--- config.mk ---
export PLATFORM = sky130hd
export DESIGN_NAME = plil_div_cell
export DESIGN_NICKNAME = d
export VERILOG_FILES = /design/src/sv/plil_pkg.sv /design/src/sv/plil_div_cell.sv
export SDC_FILE = /design/constraint.sdc
export NUM_CORES = 1
export LEC_CHECK = 0
export BUFFER_PORTS_ARGS = -buffer_cell sky130_fd_sc_hd__buf_2
export CAP_MARGIN = 20
export CORE_AREA = 5 5 154 156
export DETAILED_ROUTE_END_ITERATION = 7
export DIE_AREA = 0 0 159 161
export PLACE_DENSITY = 0.6
export SLEW_MARGIN = 20
export SYNTH_ARGS = -nofsm -noshare
export SYNTH_HDL_FRONTEND = slang
export SYNTH_SLANG_ARGS = --single-unit
export TNS_END_PERCENT = 10
--- constraint.sdc ---
create_clock -name i_clk -period 4.6 [get_ports i_clk]
set_clock_uncertainty 0.15 [all_clocks]
set_input_delay 0.92 -clock i_clk [delete_from_list [all_inputs] [get_ports i_clk]]
set_output_delay 0.92 -clock i_clk [all_outputs]
set_load 0.02 [all_outputs]
--- src/sv/plil_pkg.sv ---
// Package with mode codes, register indexes and item kinds of the limiter.
`timescale 1ns / 1ps
package plil_pkg;

    typedef enum logic [2:0] {
        MODE_LINE   = 3'd0,
        MODE_VALUE  = 3'd1,
        MODE_PCT    = 3'd2,
        MODE_THREE  = 3'd3,
        MODE_MINMAX = 3'd4
    } t_mode;

    typedef enum logic [2:0] {
        CFG_MODE  = 3'd0,
        CFG_BP_X0 = 3'd1,
        CFG_BP_X1 = 3'd2,
        CFG_BP_X2 = 3'd3,
        CFG_BP_Y0 = 3'd4,
        CFG_BP_Y1 = 3'd5,
        CFG_BP_Y2 = 3'd6
    } t_cfg_idx;

    typedef enum logic [1:0] {
        KIND_DIRECT = 2'd0,
        KIND_SEG    = 2'd1,
        KIND_PCT    = 2'd2
    } t_kind;

endpackage

--- src/sv/plil_div_cell.sv ---
// One restoring-division cell: produces one quotient bit per item and passes it on.
`timescale 1ns / 1ps
module plil_div_cell import plil_pkg::*; #(
    parameter int DW = 33,
    parameter int SW = 66
) (
    input  logic          i_clk,
    input  logic          i_rst_n,
    input  logic          i_valid,
    input  logic [DW-1:0] i_rem,
    input  logic [DW-1:0] i_low,
    input  logic [DW-1:0] i_quo,
    input  logic [DW-1:0] i_div,
    input  logic [SW-1:0] i_side,
    output logic          o_valid,
    output logic [DW-1:0] o_rem,
    output logic [DW-1:0] o_low,
    output logic [DW-1:0] o_quo,
    output logic [DW-1:0] o_div,
    output logic [SW-1:0] o_side
);
    logic          r_valid;
    logic [DW-1:0] r_rem, r_low, r_quo, r_div;
    logic [SW-1:0] r_side;
    logic [DW:0]   trial, diff;
    logic          ge;
    logic [DW-1:0] n_rem;

    always_comb begin
        trial = {i_rem, i_low[DW-1]};
        diff  = trial - {1'b0, i_div};
        ge    = trial >= {1'b0, i_div};
        n_rem = ge ? diff[DW-1:0] : trial[DW-1:0];
    end

    always_ff @(posedge i_clk) begin
        if (!i_rst_n) begin
            r_valid <= 1'b0;
        end else begin
            r_valid <= i_valid;
        end
        r_rem  <= n_rem;
        r_low  <= {i_low[DW-2:0], 1'b0};
        r_quo  <= {i_quo[DW-2:0], ge};
        r_div  <= i_div;
        r_side <= i_side;
    end

    assign o_valid = r_valid;
    assign o_rem   = r_rem;
    assign o_low   = r_low;
    assign o_quo   = r_quo;
    assign o_div   = r_div;
    assign o_side  = r_side;
endmodule

# Word level (Yosys, flattened, before mapping)
# Cells that the tools add are included.
[op_classes]
addsub = 1
n_lt_le_gt_ge = 1
mux = 1
[ops]
columns = ["cell", "count"]
rows = [
  [">= comparator 34 x 33 -> 1 bit", 1],
  ["2-to-1 mux 33 bit", 1],
  ["subtractor 33 bit", 1],
]
[totals]
regBits = 198
input_bits = 201
out_inout_bits = 199
elab_cells = 9

# Longest topological paths before layout
# Gate-level depths: netlist (run 1).
[depth]
depth_word = 2
depth_mapped = 14
depth_no_buf = 12

# Worst setup path after synthesis (run 1)
# Ideal clock, no wire load.
[synth_timing]
kind = "input to register"
startpoint = "in i_low[32]"
endpoint = "reg r_rem[1], in the netlist o_rem[1]"
setup_time_ns = 0.121
arrival_ns = 3.106
path_slack_ns = 1.223
stages = 12
path_buffers = 1
cell_sequence = "inv_1 > ha_1 > inv_1 > fa_1 > a21o_1 > a221oi_2 > o21ai_2 > a21boi_2 > o31ai_2 > a21oi_4 > buf_12 > mux2_4"
[synth_between]
elab_chain_len = 2
[synth_rtl]
columns = ["element", "line", "rtl"]
rows = [
  ["start: declaration", "plil_div_cell.sv:11", "input logic [DW-1:0] i_low,"],
  ["subtractor 33 bit or >= comparator 34 x 33 -> 1 bit (tied branches)", "plil_div_cell.sv:31, plil_div_cell.sv:32", ""],
  ["2-to-1 mux 33 bit (*)", "plil_div_cell.sv:33", "n_rem = ge ? diff[DW-1:0] : trial[DW-1:0];"],
  ["via n_rem[1]", "plil_div_cell.sv:27", "logic [DW-1:0] n_rem;"],
  ["end signal: assignment", "plil_div_cell.sv:42", "r_rem <= n_rem;"],
  ["end: declaration", "plil_div_cell.sv:23", "logic [DW-1:0] r_rem, r_low, r_quo, r_div;"],
]
# Mark *: on every way through the listed nets, which the timed path passes. The rest lies on a longest branch.
# A chain may end at the register's enable or synchronous reset.

# Worst setup path after layout (run 1)
[layout_timing]
startpoint = "in i_low[32]"
endpoint = "reg r_rem[29], in the netlist o_rem[29]"
# The elaborated chain is that of the path after synthesis.

==> results.json, run 1 <==
{
  "grt_pass1_vias": 5592,
  "core-area_um2": 22200,
  "io_buffers": 397,
  "route.detailed.drc": 0,
  "crit_arrival_ns": 3.87,
  "synthTopCellsByArea": "dfxtp_1 (61%), ha_1 (6.3%), o21ai_2 (2.7%)",
  "synth-edff-count": 0,
  "yosys_warnings": 0,
  "wl_mm": 23.8,
  "cts_inserted_buffers": 17,
  "die_y_um": 161,
  "slew_violations": 0,
  "grt_max_degree": 25,
  "ctsRootBufferMaster": "clkbuf_16",
  "cts_setup_buffers": 0,
  "p_leak_uw": 0.00472,
  "synth_top_area_share_pct": 60.9,
  "syn_inst": 567,
  "end_kind": "flip-flop",
  "rsz0062_at_grt": "false",
  "cp_max_fo": 24,
  "synth_area_um2": 6510,
  "worst_pin_slew_ns": 0.649,
  "max_slew_margin_pct": 56.2,
  "clk_pin_slew_ns": 0.09,
  "powerDensity_nw_per_um2": 457,
  "cp-startpoint": "i_low[32]",
  "synthArstFlopShare_pct": 0,
  "fmax_mhz": 273,
  "grt_pass1_wl_mm": 34.9,
  "finalPower_uw": 4290,
  "drtIter0Drc": 187,
  "post-synth-top-area-cell": "dfxtp_1",
  "cts_sinks": 198,
  "final_layout_size_suffix_gt1_share_pct": 48.8,
  "dieArea_um2": 25600,
  "syn_nets": 802,
  "worstSetupPathType": "in2reg",
  "holdPathStages": 1,
  "hold_buffers": 0,
  "critPathRequiredTime_ns": 4.81,
  "dr_wl_met3_mm": 2.08,
  "ys_types": 62,
  "cts_tree": "done",
  "ir_drop_uv": 184,
  "route.top_layer_used": "met5",
  "htreeDepth": 4,
  "finalHoldViolCount": 0,
  "synthFlopType": "dfxtp_1",
  "pin_count": 400,
  "finalSetupTns_ns": 0,
  "cts_resized": 0,
  "hp-class": "in2reg",
  "wl_met1_mm": 9.47,
  "vias": 5504,
  "gp_congestion": 0.870,
  "drt-vias-per-instance": 4.34,
  "critPathLaunchType": "input port",
  "antenna_found_initial": 4,
  "nets": 1205,
  "avgSynthCellArea_um2": 11.5,
  "seq_area_frac_synth_pct": 60.9,
  "maxCapViolCount": 0,
  "finalCriticalPeriod_ns": 3.66,
  "crit_end": "o_rem[29]$_DFF_P_",
  "wl_met2_mm": 11.8,
  "track_usage_pct": 18.0,
  "status": "finished clean",
  "route.antenna.remaining_nets": 0,
  "wl_per_cell_um": 18.8,
  "clockBufferDepth": 2,
  "period_share_pct": 79.6,
  "setup_viol": 0,
  "synth_seq_cells": 198,
  "fp.dieW_um": 159,
  "first_pass_iters": 4,
  "antenna_cells": 0,
  "dp_hpwl_mm": 20.1,
  "area_growth_pct": 44.2,
  "rows": 55,
  "fin_worst_hold_slack_ns": 0.422,
  "overflow": 0,
  "initial_core_util_pct": 29.3
}
[area by class of cell]
type,instances,area (µm²)
clock buffers,17,425
clock inverters,15,224
well taps,285,357
inverters,45,169
flip-flops and latches,198,3960
multi-input cells,306,2220
fillers,2210,12800
repair buffers,402,2020
[worst max-delay path, cell delays in order]
cell	delay (ns)
buf_2	0.10
inv_1	0.05
ha_1	0.14
inv_1	0.05
fa_1	0.39
a21o_1	0.23
a221oi_2	0.48
o21ai_2	0.14
a21boi_2	0.25
o31ai_2	0.15
a21oi_4	0.41
buf_4	0.36
nand2_1	0.11
o31ai_2	0.06
[power by group]
group / switching, µW / leakage, µW / internal, µW / total [µW]
combinational: 509 / 0.00274 / 304 / 813
sequential: 30.7 / 0.00167 / 1850 / 1880
clock: 824 / 0.000312 / 775 / 1600
[worst min-delay path by stage]
| stage | from | end | slack (ns) |
|---|---|---|---|
| detailed placement | i_side[37] | o_side[37]$_DFF_P_ | 0.87 |
| global placement | i_side[7] | o_side[7]$_DFF_P_ | 0.87 |
| floorplan | i_div[0] | o_div[0]$_DFF_P_ | 0.80 |
| CTS | i_side[53] | o_side[53]$_DFF_P_ | 0.40 |
| global route | i_quo[27] | o_quo[28]$_DFF_P_ | 0.39 |
| finish | i_side[54] | o_side[54]$_DFF_P_ | 0.42 |
[synth_stat cells, drive strengths merged (5+ instances only)]
master / count
ha: 33
o21ai: 48
dfxtp: 198
nand4: 5
inv: 45
and3: 9
a21o: 12
nand2: 52
nor2: 14
o31ai: 6
a21oi: 34
xnor2: 15
o21bai: 6
buf: 15
nand3: 6
xor2: 13
[cells by family (layout without fill, tap and decap cells)]
group | Yosys count | in the layout | share of synthesized area [%]
other | 1 | 1 | 0.0576
multiplexers | 1 | 1 | 0.231
XOR/XNOR | 28 | 28 | 3.77
buffers and inverters | 63 | 479 | 4.94
AO/OA/AOI/OAI | 136 | 136 | 15.4
flip-flops | 198 | 198 | 60.9
AND/OR/NAND/NOR | 106 | 106 | 8.05
adder cells (fa/ha/maj) | 34 | 34 | 6.65
[cell usage in the layout (no fill, tap or decap), drive strengths merged, types with 2 or more instances in the layout]
cell     instances
buf            402
dfxtp          198
inv             55
nand2           52
o21ai           48
a21oi           34
ha              33
clkbuf          17
xnor2           15
nor2            14
xor2            13
a21o            12
and3             9
nand3            6
o21bai           6
o31ai            6
nand4            5
clkinv           5
o21a             4
nand2b           4
nor3             4
nor4             4
a31oi            3
o211ai           3
nor2b            3
a211oi           3
a211o            2
or3              2
a21boi           2
a2111oi          2
[state kept, by name, indices dropped and copies added, names as in the netlist]
name / flops
o_div: 33
o_low: 32
o_quo: 33
o_rem: 33
o_side: 66
o_valid: 1
[per-stage QoR]
stage	std cells	util (%)	worst slack, ns	instance area, µm²
after floorplan	567	-	1.22	6510
final	1268	42.2	0.941	9390
after CTS	1268	42.2	0.897	9390
after detailed placement	1236	39.3	0.436	8740
after global placement	1236	39.3	0.426	8740
after global routing	1268	42.2	0.710	9390
[routing by layer]
layer  vias up  track usage, %
li1       2732               -
met1      2514            20.5
met2       226            30.6
met3        28            7.76
met4         4            5.54
met5         -               0
No activity file was read; power rests on OpenSTA's default activity.
==> inputs of run 2 (changes only) <==
--- a/config.mk
+++ b/config.mk
@@ -10,7 +10,7 @@
 export CORE_AREA = 5 5 154 156
 export DETAILED_ROUTE_END_ITERATION = 7
 export DIE_AREA = 0 0 159 161
-export PLACE_DENSITY = 0.6
+export PLACE_DENSITY = 0.62
 export SLEW_MARGIN = 20
 export SYNTH_ARGS = -nofsm -noshare
 export SYNTH_HDL_FRONTEND = slang
==> constraint.sdc (replaced) <==
create_clock -name i_clk -period 2.95 [get_ports i_clk]
set_clock_uncertainty 0.15 [all_clocks]
set_input_delay 0.59 -clock i_clk [delete_from_list [all_inputs] [get_ports i_clk]]
set_output_delay 0.59 -clock i_clk [all_outputs]
set_load 0.02 [all_outputs]
==> run 2 against run 1 <==
Compared with the run above:
- hold slack worse by 0.32 ns
- count of clock-buffer cells in the layout unchanged
- critical path depth down 1
- wire length up 3.4%
- global-route usage up 0.49 points
- die area unchanged
- non-clock buffer count up 60
- utilization up 2.2 points
- combinational power up 72%
- final cell count up 5.0%
- flip-flop and latch count unchanged
- largest power group unchanged
- highest routed layer unchanged
==> results.json, run 2 (synthesis gave the netlist of run 1 again) <==
{
  "status": "finished clean",
  "wl_per_cell_um": 18.5,
  "final_common_cell": "buf_2",
  "largest_reg_flops": 66,
  "end_kind": "flip-flop",
  "gp_congestion": 0.881,
  "seqCellArea_um2": 3960,
  "fmax_mhz": 355,
  "drt-vias-per-instance": 4.32,
  "cp_num_buf_inv": 3,
  "fp.dieW_um": 159,
  "setup_viol": 0,
  "drtIter0Drc": 223,
  "clk_pin_slew_ns": 0.09,
  "critical_path.cell_chain": "buf_2, inv_1, ha_1, inv_1, fa_1, a21o_1, a221oi_4, o211a_1, o21ai_2, a211oi_4, o311ai_1, xnor2_1, o21ai_1",
  "dieArea_um2": 25600,
  "period_share_pct": 95.4,
  "ir_drop_uv": 322,
  "mostFrequentLayoutCells": "buf_2 (397), dfxtp_1 (198), buf_4 (62)",
  "dp_hpwl_mm": 20.8,
  "rows": 55,
  "finalPower_uw": 6720,
  "critPathLaunchType": "input port",
  "hp-class": "in2reg",
  "io_buffers": 397,
  "cts_inserted_buffers": 17,
  "worstSetupPathType": "in2reg",
  "cts_setup_buffers": 0,
  "cp_top_family": "compound AO/OA/AOI/OAI gates",
  "finalHoldViolCount": 0,
  "initial_core_util_pct": 29.3,
  "area_growth_pct": 51.7,
  "grt_pass1_wl_mm": 36.0,
  "track_usage_pct": 18.5,
  "nets": 1265,
  "placed_area_um2": 9240,
  "fin_area_um2": 9870,
  "overflow": 0,
  "critPathRequiredTime_ns": 3.11,
  "cts_tree": "done",
  "die_y_um": 161,
  "antenna_found_initial": 12,
  "slew_violations": 0,
  "cp_common_cell": "inv_1",
  "max_slew_margin_pct": 64.3,
  "core-area_um2": 22200,
  "multi_input_comb_area_um2": 2240,
  "slowest_delay_ns": 0.40,
  "pin_count": 400,
  "finalCriticalPeriod_ns": 2.81,
  "cts_sinks": 198,
  "clockBufferDepth": 2,
  "route.antenna.remaining_nets": 0,
  "powerDensity_nw_per_um2": 681,
  "wl_mm": 24.6,
  "cpMaxStageDelayCell": "fa_1",
  "crit_arrival_ns": 2.97,
  "first_pass_iters": 4,
  "n_fill_cell": 2172,
  "route.detailed.drc": 0,
  "rsz0062_at_grt": "true",
  "final_layout_size_suffix_gt1_share_pct": 51.8,
  "htreeDepth": 4,
  "vias": 5744,
  "grt_max_degree": 24,
  "worst_pin_slew_ns": 0.529,
  "grt_pass1_vias": 5827,
  "ctsRootBufferMaster": "clkbuf_16",
  "p_leak_uw": 0.00501,
  "maxCapViolCount": 0,
  "cp_max_fo": 3
}
-- run 2: changes by cell type in the layout (fill, tap and decap cells not counted), sizes merged --
cell	delta
clkinv	+3
inv	-3
buf	+60
diode	+3
-- run 2: per-stage QoR --
stage	util (%)	cells	hold WS (ns)	TNS (ns)	worst slack [ns]
6_report	44.4	1331	0.0992	0	0.137
5_1_grt	44.4	1328	0.0652	-0.0224	-0.00984
4_1_cts	44.3	1328	0.0793	0	0.0851
3_5_place_dp	41.6	1296	0.544	-8.21	-0.359
3_3_place_gp	41.6	1296	0.542	-6.41	-0.334
2_1_floorplan	-	567	0.468	-0.0412	-0.0412
-- run 2: layer usage --
metal,wire length [µm],GRT usage (%),up-vias
met5,104,0,-
met4,443,4.81,18
met3,2010,7.35,34
met2,12300,31.8,218
met1,9790,21.5,2605
li1,-,-,2869
-- run 2: worst paths after layout --
check                end  slack [ns]       from  depth (start not counted)
max    o_rem[32]$_DFF_P_        0.14  i_low[32]                         13
min    o_side[6]$_DFF_P_         0.1  i_side[6]                          1
-- run 2: report_power, final --
part           internal, µW  switching, µW  total, µW  leakage (µW)
clock network          1170           1220       2390      0.000301
registers              2890           51.8       2940       0.00167
logic                   575            822       1400       0.00304
-- run 2: layout make-up --
cell class              count  area share (%)
inverters                  45            1.71
well taps                 285            3.61
clock inverters            15            1.98
clock buffers              17            4.31
flip-flops and latches    198            40.2
diodes                      3          0.0760
repair buffers            462            25.4
multi-input cells         306            22.7
-- run 2: what timing repair did --
action	in CTS	in global routing
setup endpoints to repair	0	5
gates resized for setup	0	1
endpoints found under the hold margin	0	0
hold buffers	0	0
==> inputs of run 3 (changes only) <==
--- a/config.mk
+++ b/config.mk
@@ -10,7 +10,9 @@
 export CORE_AREA = 5 5 154 156
 export DETAILED_ROUTE_END_ITERATION = 7
 export DIE_AREA = 0 0 159 161
+export HOLD_SLACK_MARGIN = 0.1
 export PLACE_DENSITY = 0.62
+export REMOVE_ABC_BUFFERS = 1
 export SLEW_MARGIN = 20
 export SYNTH_ARGS = -nofsm -noshare
 export SYNTH_HDL_FRONTEND = slang
==> constraint.sdc (replaced) <==
create_clock -name i_clk -period 2.5 [get_ports i_clk]
set_clock_uncertainty 0.15 [all_clocks]
set_input_delay 0.5 -clock i_clk [delete_from_list [all_inputs] [get_ports i_clk]]
set_output_delay 0.5 -clock i_clk [all_outputs]
set_load 0.02 [all_outputs]
==> run 3 against run 2 <==
Compared with the run above:
- non-clock buffer count is 207 higher
- hold slack better by 0.029 ns
- utilization is 9.2 points higher
- the flow now finishes with violations (negative setup slack)
- clock power is 18% higher
- combinational power is 41% higher
==> results.json, run 3 (synthesis gave the netlist of run 1 again) <==
{
  "grt_pass1_vias": 7010,
  "utilization_pct": 53.6,
  "clockBufferDepth": 2,
  "finalPower_uw": 8260,
  "track_usage_pct": 20.3,
  "cp_max_fo": 6,
  "antenna_found_initial": 3,
  "final_layout_size_suffix_gt1_share_pct": 47.4,
  "initial_core_util_pct": 29.3,
  "overflow": 0,
  "vias": 6617,
  "p_leak_uw": 0.00592,
  "hp-class": "in2reg",
  "fp.dieW_um": 159,
  "status": "finished, violations left",
  "finalHoldViolCount": 0,
  "placed_area_um2": 9520,
  "wl_per_cell_um": 17.3,
  "setup_viol": 14,
  "slew_violations": 0,
  "grt_max_degree": 21,
  "pin_count": 400,
  "wl_mm": 26.5,
  "grt_pass1_wl_mm": 40.9,
  "clk_pin_slew_ns": 0.07,
  "finalWorstSetupSlack_ns": -0.0694,
  "route.antenna.remaining_nets": 0,
  "worstSetupPathType": "in2reg",
  "powerDensity_nw_per_um2": 694,
  "dp_hpwl_mm": 19.6,
  "ir_drop_uv": 373,
  "fmax_mhz": 389,
  "fin_area_um2": 11900,
  "gp_congestion": 0.877,
  "drt-vias-per-instance": 4.31,
  "area_growth_pct": 83.0,
  "critPathRequiredTime_ns": 2.67,
  "cts_tree": "done",
  "final_common_cell": "buf_2",
  "critPathLaunchType": "input port",
  "period_share_pct": 103,
  "rsz0062_at_grt": "true",
  "io_buffers": 397,
  "nets": 1472,
  "failed_checks": "negative setup slack",
  "dieArea_um2": 25600,
  "mostFrequentLayoutCells": "buf_2 (396), dfxtp_1 (198), dlygate4sd3_1 (163)",
  "holdPathStages": 2,
  "cts_inserted_buffers": 17,
  "htreeDepth": 4,
  "ctsRootBufferMaster": "clkbuf_16",
  "core-area_um2": 22200,
  "first_pass_iters": 4,
  "route.detailed.drc": 0,
  "cts_sinks": 198,
  "pre_cts_slack_ns": -0.709,
  "drtIter0Drc": 269,
  "crit_arrival_ns": 2.74,
  "finalSetupTns_ns": -0.280,
  "rows": 55,
  "maxCapViolCount": 0,
  "die_y_um": 161,
  "largest_reg_flops": 66,
  "end_kind": "flip-flop",
  "finalCriticalPeriod_ns": 2.57
}
[run 3: cell count changes in the layout (fill, tap and decap cells not counted), sizes merged]
| cell | change |
|---|---|
| diode | -1 |
| buf | +44 |
| bufinv | +1 |
| clkinv | -3 |
| dlygate4sd3 | +163 |
| inv | +1 |
[run 3: layout make-up]
| cell class | instances | area [µm²] |
|---|---|---|
| fill | 1937 | 10300 |
| timing repair buffer | 669 | 4490 |
| sequential | 198 | 3960 |
| multi-input combinational | 306 | 2320 |
| clock buffer | 17 | 425 |
| tap | 285 | 357 |
| clock inverter | 14 | 179 |
| inverter | 45 | 171 |
| antenna | 2 | 5.00 |
[run 3: path summary, 6_finish.rpt]
kind / startpoint / end / slack [ns]
worst max-delay path: i_low[32] / o_rem[1]$_DFF_P_ / -0.07
worst min-delay path: i_valid / o_valid$_SDFF_PN0_ / 0.13
[run 3: metal layers]
layer	wire length [µm]	vias up	track usage, %
li1	-	3268	-
met1	10200	3046	22.5
met2	13600	248	36.2
met3	1560	51	6.25
met4	1120	4	8.22
met5	34	-	0
[run 3: stage by stage]
stage | hold WS [ns] | instances
2_1_floorplan | 0.378 | 549
3_3_place_gp | 0.452 | 1335
3_5_place_dp | 0.454 | 1335
4_1_cts | 0.108 | 1532
5_1_grt | 0.116 | 1535
6_report | 0.128 | 1536
[run 3: timing repair]
item | 4_1_cts | 5_1_grt
buffers inserted | 3 | 2
resized for setup | 12 | 9
pin swaps | 17 | 8
hold buffers | 163 | 0
endpoints found under the setup margin | 34 | 34
cloned | 0 | 0
hold endpoints to repair | 163 | 0
[run 3: worst max-delay path, stage by stage]
cell	delay [ns]
buf_6	0.10
inv_4	0.05
ha_4	0.13
inv_2	0.04
fa_2	0.33
a21o_1	0.22
a221oi_2	0.22
buf_4	0.17
o21ai_4	0.06
a21boi_4	0.20
o31ai_4	0.10
a21oi_4	0.18
buf_12	0.15
mux2_4	0.29
[run 3: where the power goes]
part	switching (µW)	internal [µW]	total [µW]
registers	65.2	3410	3470
logic	1050	915	1970
clock network	1380	1450	2830
